`config.mk`:
```
export PLATFORM = sky130hd
export DESIGN_NAME = rgb_to_hsv_convert
export DESIGN_NICKNAME = d
export VERILOG_FILES = /design/src/design/rhsv_pkg.sv /design/src/design/rhsv_prep.sv /design/src/design/rgb_to_hsv_convert.sv
export SDC_FILE = /design/constraint.sdc
export NUM_CORES = 1
export LEC_CHECK = 0
export ABC_AREA = 1
export BUFFER_PORTS_ARGS = -buffer_cell sky130_fd_sc_hd__buf_4
export CAP_MARGIN = 20
export CORE_MARGIN = 2
export CORE_UTILIZATION = 25
export DETAILED_ROUTE_END_ITERATION = 6
export GPL_TIMING_DRIVEN = 0
export PLACE_DENSITY = 0.42
export REMOVE_ABC_BUFFERS = 1
export SLEW_MARGIN = 25
export SYNTH_ARGS = -nofsm -noshare
export SYNTH_HDL_FRONTEND = slang
export SYNTH_HIERARCHICAL = 1
export SYNTH_SLANG_ARGS = --single-unit
```
`constraint.sdc`:
```
create_clock -name clk -period 15.33 [get_ports clk]
set_clock_uncertainty 0.2 [all_clocks]
set_input_delay 4.599 -clock clk [delete_from_list [all_inputs] [get_ports clk]]
set_output_delay 4.599 -clock clk [all_outputs]
set_load 0.01 [all_outputs]
```
`src/design/rhsv_pkg.sv`:
```
// Types, codes and the division step shared by the RGB to HSV pipeline.
// Depends on nothing; imported by rhsv_prep and rgb_to_hsv_convert.
`default_nettype none

package rhsv_pkg;

	// Restoring division steps done between two pipeline registers;
	// three such stages give the nine-bit quotient
	localparam int unsigned DIV_STEPS_PER_STAGE = 3;

	typedef struct packed {
		logic [7:0] red;
		logic [7:0] green;
		logic [7:0] blue;
		logic       frame_end;
	} pixel_t;

	typedef struct packed {
		logic [10:0] hue;
		logic [7:0]  saturation;
		logic [7:0]  brightness;
		logic        frame_end_out;
	} hsv_t;

	// Which channel is largest and the sign of the hue difference
	typedef enum logic [2:0] {
		SEC_GREY,
		SEC_RED_POS,
		SEC_RED_NEG,
		SEC_GREEN_POS,
		SEC_GREEN_NEG,
		SEC_BLUE_POS,
		SEC_BLUE_NEG
	} sector_t;

	// Partial state of one restoring divider; remainder stays below the divisor
	typedef struct packed {
		logic [7:0] rem;
		logic [8:0] num;
		logic [8:0] quot;
	} div_t;

	typedef struct packed {
		sector_t    sector;
		logic [7:0] span;
		logic [7:0] peak;
		logic       frame_end;
	} side_t;

	typedef struct packed {
		side_t side;
		div_t  hdiv;
		div_t  sdiv;
	} stage_t;

	function automatic div_t div_step(div_t s, logic [7:0] den);
		logic [8:0] t;
		div_t       r;
		t      = {s.rem, s.num[8]};
		r.num  = {s.num[7:0], 1'b0};
		if (t >= {1'b0, den}) begin
			r.rem  = 8'(t - {1'b0, den});
			r.quot = {s.quot[7:0], 1'b1};
		end else begin
			r.rem  = t[7:0];
			r.quot = {s.quot[7:0], 1'b0};
		end
		return r;
	endfunction

	// Advance both dividers of one pipeline stage
	function automatic stage_t div_stage(stage_t s);
		stage_t r;
		r = s;
		for (int unsigned i = 0; i < DIV_STEPS_PER_STAGE; i++) begin
			r.hdiv = div_step(r.hdiv, s.side.span);
			r.sdiv = div_step(r.sdiv, s.side.peak);
		end
		return r;
	endfunction

endpackage

`default_nettype wire

```
`src/design/rhsv_prep.sv`:
```
// Front stage logic: max, min, hue sector and the two divider start states.
// Depends on rhsv_pkg.
`default_nettype none

module rhsv_prep
	import rhsv_pkg::*;
(
	input  pixel_t pixel,
	output stage_t prep
);

	logic [7:0]  peak;
	logic [7:0]  low;
	logic [7:0]  span;
	logic [7:0]  hdelta;
	logic [15:0] sat_num;
	sector_t     sector;

	always_comb begin
		peak = (pixel.red > pixel.green) ? pixel.red : pixel.green;
		if (pixel.blue > peak) begin
			peak = pixel.blue;
		end
		low = (pixel.red < pixel.green) ? pixel.red : pixel.green;
		if (pixel.blue < low) begin
			low = pixel.blue;
		end
		span = peak - low;

		// Red wins ties, then green
		if (span == 8'd0) begin
			sector = SEC_GREY;
			hdelta = 8'd0;
		end else if (peak == pixel.red) begin
			sector = (pixel.green >= pixel.blue) ? SEC_RED_POS : SEC_RED_NEG;
			hdelta = (pixel.green >= pixel.blue) ? pixel.green - pixel.blue
				: pixel.blue - pixel.green;
		end else if (peak == pixel.green) begin
			sector = (pixel.blue >= pixel.red) ? SEC_GREEN_POS : SEC_GREEN_NEG;
			hdelta = (pixel.blue >= pixel.red) ? pixel.blue - pixel.red
				: pixel.red - pixel.blue;
		end else begin
			sector = (pixel.red >= pixel.green) ? SEC_BLUE_POS : SEC_BLUE_NEG;
			hdelta = (pixel.red >= pixel.green) ? pixel.red - pixel.green
				: pixel.green - pixel.red;
		end

		// 255*span as span*256 - span
		sat_num = {span, 8'h00} - {8'h00, span};

		prep.side.sector    = sector;
		prep.side.span      = span;
		prep.side.peak      = peak;
		prep.side.frame_end = pixel.frame_end;
		// Dividend hdelta*256; quotient fits in nine bits
		prep.hdiv.rem  = {1'b0, hdelta[7:1]};
		prep.hdiv.num  = {hdelta[0], 8'h00};
		prep.hdiv.quot = 9'd0;
		prep.sdiv.rem  = {1'b0, sat_num[15:9]};
		prep.sdiv.num  = sat_num[8:0];
		prep.sdiv.quot = 9'd0;
	end

endmodule

`default_nettype wire

```
`src/design/rgb_to_hsv_convert.sv`:
```
// A pixel is registered in st_s1, st_s2, st_s3, st_s4 and hsv_s5 before hsv_valid.
// Throughput: one pixel per cycle unless hsv_ready stalls the output; the
// nine-step restoring dividers run three steps per stage over three stages.
// Each stage advances when it is empty or the next one advances.
// Reset clears all stage valid bits; payload registers are not reset.
// Depends on rhsv_pkg and rhsv_prep.
`default_nettype none

module rgb_to_hsv_convert
	import rhsv_pkg::*;
(
	input  logic   clk,
	input  logic   arst_n,
	input  logic   pixel_valid,
	output logic   pixel_ready,
	input  pixel_t pixel,
	output logic   hsv_valid,
	input  logic   hsv_ready,
	output hsv_t   hsv
);

	stage_t prep;
	stage_t st_s1, st_s2, st_s3, st_s4;
	logic   v_s1, v_s2, v_s3, v_s4, v_s5;
	logic   en_s1, en_s2, en_s3, en_s4, en_s5;
	hsv_t   res;
	hsv_t   hsv_s5;
	logic [9:0]  hceil;
	logic [11:0] hue_w;

	rhsv_prep u_prep (
		.pixel (pixel),
		.prep  (prep)
	);

	assign en_s5       = !v_s5 || hsv_ready;
	assign en_s4       = !v_s4 || en_s5;
	assign en_s3       = !v_s3 || en_s4;
	assign en_s2       = !v_s2 || en_s3;
	assign en_s1       = !v_s1 || en_s2;
	assign pixel_ready = en_s1;

	always_comb begin
		hceil = {1'b0, st_s4.hdiv.quot} + {9'd0, (st_s4.hdiv.rem != 8'd0)};
		unique case (st_s4.side.sector)
			SEC_GREY:      hue_w = 12'd0;
			SEC_RED_POS:   hue_w = {3'd0, st_s4.hdiv.quot};
			SEC_RED_NEG:   hue_w = 12'd1536 - {2'd0, hceil};
			SEC_GREEN_POS: hue_w = 12'd512 + {3'd0, st_s4.hdiv.quot};
			SEC_GREEN_NEG: hue_w = 12'd512 - {2'd0, hceil};
			SEC_BLUE_POS:  hue_w = 12'd1024 + {3'd0, st_s4.hdiv.quot};
			SEC_BLUE_NEG:  hue_w = 12'd1024 - {2'd0, hceil};
			default:       hue_w = 12'd0;
		endcase
		res.hue           = hue_w[10:0];
		res.saturation    = (st_s4.side.sector == SEC_GREY) ? 8'd0
			: st_s4.sdiv.quot[7:0];
		res.brightness    = st_s4.side.peak;
		res.frame_end_out = st_s4.side.frame_end;
	end

	always_ff @(posedge clk or negedge arst_n) begin
		if (!arst_n) begin
			v_s1 <= 1'b0;
			v_s2 <= 1'b0;
			v_s3 <= 1'b0;
			v_s4 <= 1'b0;
			v_s5 <= 1'b0;
		end else begin
			if (en_s1) v_s1 <= pixel_valid;
			if (en_s2) v_s2 <= v_s1;
			if (en_s3) v_s3 <= v_s2;
			if (en_s4) v_s4 <= v_s3;
			if (en_s5) v_s5 <= v_s4;
		end
	end

	// Payload: load only when the stage advances and new data is valid
	always_ff @(posedge clk) begin
		if (en_s1 && pixel_valid) st_s1 <= prep;
		if (en_s2 && v_s1) st_s2 <= div_stage(st_s1);
		if (en_s3 && v_s2) st_s3 <= div_stage(st_s2);
		if (en_s4 && v_s3) st_s4 <= div_stage(st_s3);
		if (en_s5 && v_s4) hsv_s5 <= res;
	end

	assign hsv_valid = v_s5;
	assign hsv       = hsv_s5;

	a_grey_hue: assert property (@(posedge clk) disable iff (!arst_n)
		hsv_valid && hsv.saturation == 8'd0 |-> hsv.hue == 11'd0)
		else $error("grey pixel with nonzero hue");

	a_hue_range: assert property (@(posedge clk) disable iff (!arst_n)
		hsv_valid |-> hsv.hue <= 11'd1535)
		else $error("hue out of range");

	a_sat_peak: assert property (@(posedge clk) disable iff (!arst_n)
		hsv_valid && hsv.saturation != 8'd0 |-> hsv.brightness != 8'd0)
		else $error("saturation without brightness");

	a_rem_bound: assert property (@(posedge clk) disable iff (!arst_n)
		v_s4 && st_s4.side.sector != SEC_GREY
			|-> st_s4.hdiv.rem < st_s4.side.span && st_s4.sdiv.rem < st_s4.side.peak)
		else $error("divider remainder not below divisor");

	a_empty_ready: assert property (@(posedge clk) disable iff (!arst_n)
		!v_s1 |-> pixel_ready)
		else $error("empty front stage refuses a transaction");

endmodule

`default_nettype wire
```
## Word-level counts from Yosys, hierarchy flattened

Cells that the tools add are included.

- Flip-flop bits (word level): 211
- Bits of input ports: 29
- Output and inout bits: 30

- Add/subtract/negate cells: 31
- Order comparisons: 25
- Equality and inequality tests: 8
- Multiplexer cells: 61
- Reductions and logical operators: 18

Operator list:

| operator | count |
|---|---|
| 8-bit 2-to-1 mux | 38 |
| 8-bit subtractor | 24 |
| 9-bit by 8-bit >= comparator with 1-bit output | 16 |
| 11-bit case mux with 6 select lines | 1 |
| 8-bit >= comparator | 5 |
| 11-bit by 10-bit subtractor with 11-bit output, first input constant | 2 |
| 1-bit 2-to-1 mux | 17 |
| 8-bit == test | 2 |
| 8-bit > comparator | 2 |
| 8-bit less-than comparator | 2 |
| 16-bit by 8-bit subtractor with 16-bit output | 1 |
| 10-bit by 9-bit adder with 11-bit output, first input constant | 1 |
| 11-bit by 9-bit adder with 11-bit output, first input constant | 1 |
| 10-bit by 10-bit subtractor with 11-bit output, first input constant | 1 |
| 9-bit by 1-bit adder with 10-bit output | 1 |
| 3-bit == test, second input constant | 3 |
| 3-bit 2-to-1 mux | 3 |
| 8-bit logical NOT | 1 |
| 8-bit nonzero test | 1 |
| 3-bit by 2-bit == test with 1-bit output, second input constant | 2 |
| 1-bit logical AND | 5 |
| 1-bit logical NOT | 5 |
| 1-bit logical OR | 5 |
| 2-bit 2-to-1 mux | 2 |
| 2 further kinds | 2 |

## Longest topological paths before layout

- Depth after elaboration: 12
- Mapped depth: 41
- Gate-level depth less buffers: 39

## Modules after synthesis

The synthesis kept the hierarchy.

Modules (own cells, without submodules):

| module | times used | cells each | area each (um^2) | sequential area each (um^2) |
|---|---|---|---|---|
| rgb_to_hsv_convert | 1 | 1,816 | 15,985.3 | 6,881.6 |
| rhsv_prep | 1 | 705 | 4,126.5 | 0.0 |

## Worst setup path after synthesis

OpenSTA, ideal clock, no wires.

- Path kind: in2out
- Start: in hsv_ready
- End: out pixel_ready
- Data arrival time: 5.395 ns
- Path slack: 5.136 ns
- Stages: 10
- Cell sequence: nor2_1 -> inv_1 -> nor2_1 -> inv_1 -> nor2_1 -> inv_1 -> nor2_1 -> inv_1 -> nor2_1 -> inv_1

- Word-level cells in the longest chain between the ends: 5

RTL lines:

| element | RTL line | text |
|---|---|---|
| start: declaration | rgb_to_hsv_convert.sv:18 | `input logic hsv_ready,` |
| 1-bit logical OR | rgb_to_hsv_convert.sv:36 | `assign en_s5 = !v_s5 \|\| hsv_ready;` |
| 1-bit logical OR | rgb_to_hsv_convert.sv:37 | `assign en_s4 = !v_s4 \|\| en_s5;` |
| 1-bit logical OR | rgb_to_hsv_convert.sv:38 | `assign en_s3 = !v_s3 \|\| en_s4;` |
| 1-bit logical OR | rgb_to_hsv_convert.sv:39 | `assign en_s2 = !v_s2 \|\| en_s3;` |
| 1-bit logical OR | rgb_to_hsv_convert.sv:40 | `assign en_s1 = !v_s1 \|\| en_s2;` |
| end: declaration | rgb_to_hsv_convert.sv:15 | `output logic pixel_ready,` |

No other way between the ends.

## Final worst setup path

Same ends and word-level chain as after synthesis.

==> metrics.txt <==
Placed Cells incl. Taps 3,588; hold_buf cts 0; Worst Path Max Fanout 3; Via density 4.451; Min Clock Period, post-route 11,090 ps; share of layout cells above drive strength 1 0.1113; Buf/Inv on CP 7; deepest clock path buffer count 3; root buf cell clkbuf_16; Chip Width 286.7 µm; RSZ-0062 raised after global routing no; largest net degree at the start of global routing 54; HPWL Detailed 43.85 mm; synthesis-to-layout area growth 13.25%; post-route setup slack 4244 ps; post_cts resized 0; Initial DRC Count 975; Avg Cell Area, Syn 7.981 µm²; # IOs 59; r2r worst-path depth 27; Achievable Freq 90.20 MHz; first-pass GRT wire length 86.04 mm; Post-Layout Cell Count 3,637; cell family with most CP delay simple AND/OR/NAND/NOR gates; setup_tns 0 ps; Clock Pin Slew Worst Setup and Hold Paths 60 ps; DIE AREA 0.08218 mm²; max-cap viol count 0; status finished, final reports clean; Vias 16,190; # H-tree levels 1; Layout Nets 2,829; Setup-failing EPs final 0; post-CTS setup buffer count 0; final worst path period share 0.7232; antenna violations before repair 0; # port buffers 58; Crit path largest cell delay 240 ps; worst path cell trace buf_4, nor2_1, inv_1, nor2_1, inv_1, nor2_1, inv_1, nor2_1, inv_1, nor2_1, inv_1, buf_4; Routed WL 53.49 mm; Slew headroom 0.4511; Gate Count Post-Synth 2,503; CTS tree built; critical path depth 12; Worst Hold Path Cells 0; Setup CP Type in -> out; Synth warnings 6; # diodes 0; Min-Delay Path Class reg -> reg; Hold WS 217.4 ps; clk sinks 230; worst slack, placed 4250 ps; Slew Limit Fails 0; initial core utilization 0.2529; Post-DRT Antenna Nets 0; Final Hold Vio Count 0; Core Region 0.07900 mm²; Worst path slowest cell nor2_1; endpoint class of the critical path output pin; Worst setup SP type input pin; clock latency on the worst-skew pair 550 ps; WP data required 10,530 ps; vias in the first global route 16,090; DR WL/cell 14.71 µm; drc violations 0; Cell Area, Synth 0.01998 mm²; chip height 286.7 µm; Detailed Routing Iterations Pass 1 5; gpl congestion 0.8910; CTS Buf Count 27; Arr. time, crit path 6290 ps; Congestion Overflow GR 0; gr usage total 0.1295; num rows 103; Slew @ Worst Pin 821.8 ps
cell type report:
cell class,count,area (µm²)
fillers,8396,56380
multi-input cells,1848,11350
flip-flops and latches,230,6882
inverters,394,1484
well taps,1050,1314
clock buffers,36,749.5
repair buffers,66,635.6
clock inverters,13,203.9
state kept, by name (all words and copies together), names as in the netlist:
signal     cells
st_s1         54
st_s2         53
st_s3         53
hsv           28
st_s4         28
res            9
hsv_valid      1
v_s1           1
v_s2           1
v_s3           1
v_s4           1
cells in the final DEF, fill, tap and decap left out, types with 18 or more instances in the layout:
cell / n
nand2_1: 665
inv_1: 370
edfxtp_1: 225
ha_1: 210
nand3_1: 159
a21oi_1: 129
nor2_1: 128
o21ai_0: 90
xor2_1: 76
buf_4: 58
nand2_2: 52
nand4_1: 39
xnor2_1: 36
clkbuf_16: 27
fa_1: 23
nor2_2: 22
inv_2: 21
o21ai_1: 20
nand3b_1: 20
nor3_1: 18
or2_2: 18
worst reg2reg max path: stages, from the launching register on:
cell	delay (ps)
edfxtp_1	460
inv_1	300
ha_1	340
inv_1	70
nor2_1	40
nand3_1	80
nor2_2	50
nor2_2	150
nand2_2	220
or2_2	330
nand2_1	90
inv_1	50
ha_1	350
a21o_1	220
a21oi_1	120
nand2_1	90
nand2_2	180
nand4_1	430
o21ai_1	380
ha_1	340
a21oi_1	150
nand2_1	120
nand2_1	90
o211ai_1	160
a211oi_4	390
nand3_2	360
nand2_1	180
o21ai_2	60
per-layer routing:
| metal | track usage | vias to the layer above | wire length, µm |
|---|---|---|---|
| met5 | 0 | - | 0 |
| met4 | 0.03102 | 0 | 1158 |
| met3 | 0.01479 | 70 | 2119 |
| met2 | 0.2208 | 280 | 24740 |
| met1 | 0.1743 | 7449 | 25470 |
| li1 | - | 8388 | - |
through the flow:
stage / utilization / cell area, µm²
6_report: 0.2864 / 22620
3_5_place_dp: 0.2743 / 21670
3_3_place_gp: 0.2713 / 21430
2_1_floorplan: - / 19690
4_1_cts: 0.2864 / 22620
5_1_grt: 0.2864 / 22620
final timing paths:
path                           start     endpoint  slack, ps
hold reg to reg             st_s2[1]     st_s3[4]        220
setup / recovery           hsv_ready  pixel_ready       4240
min in group asynchronous     arst_n         v_s2       3670
setup reg to reg           st_s1[62]    st_s2[51]       9120
max in group asynchronous     arst_n         v_s4      11130
hold / removal              st_s2[1]     st_s3[4]        220
Power is left out: the tool's default activity adds up to more than one toggle a clock period on the data nets, which glitch-free logic cannot reach.
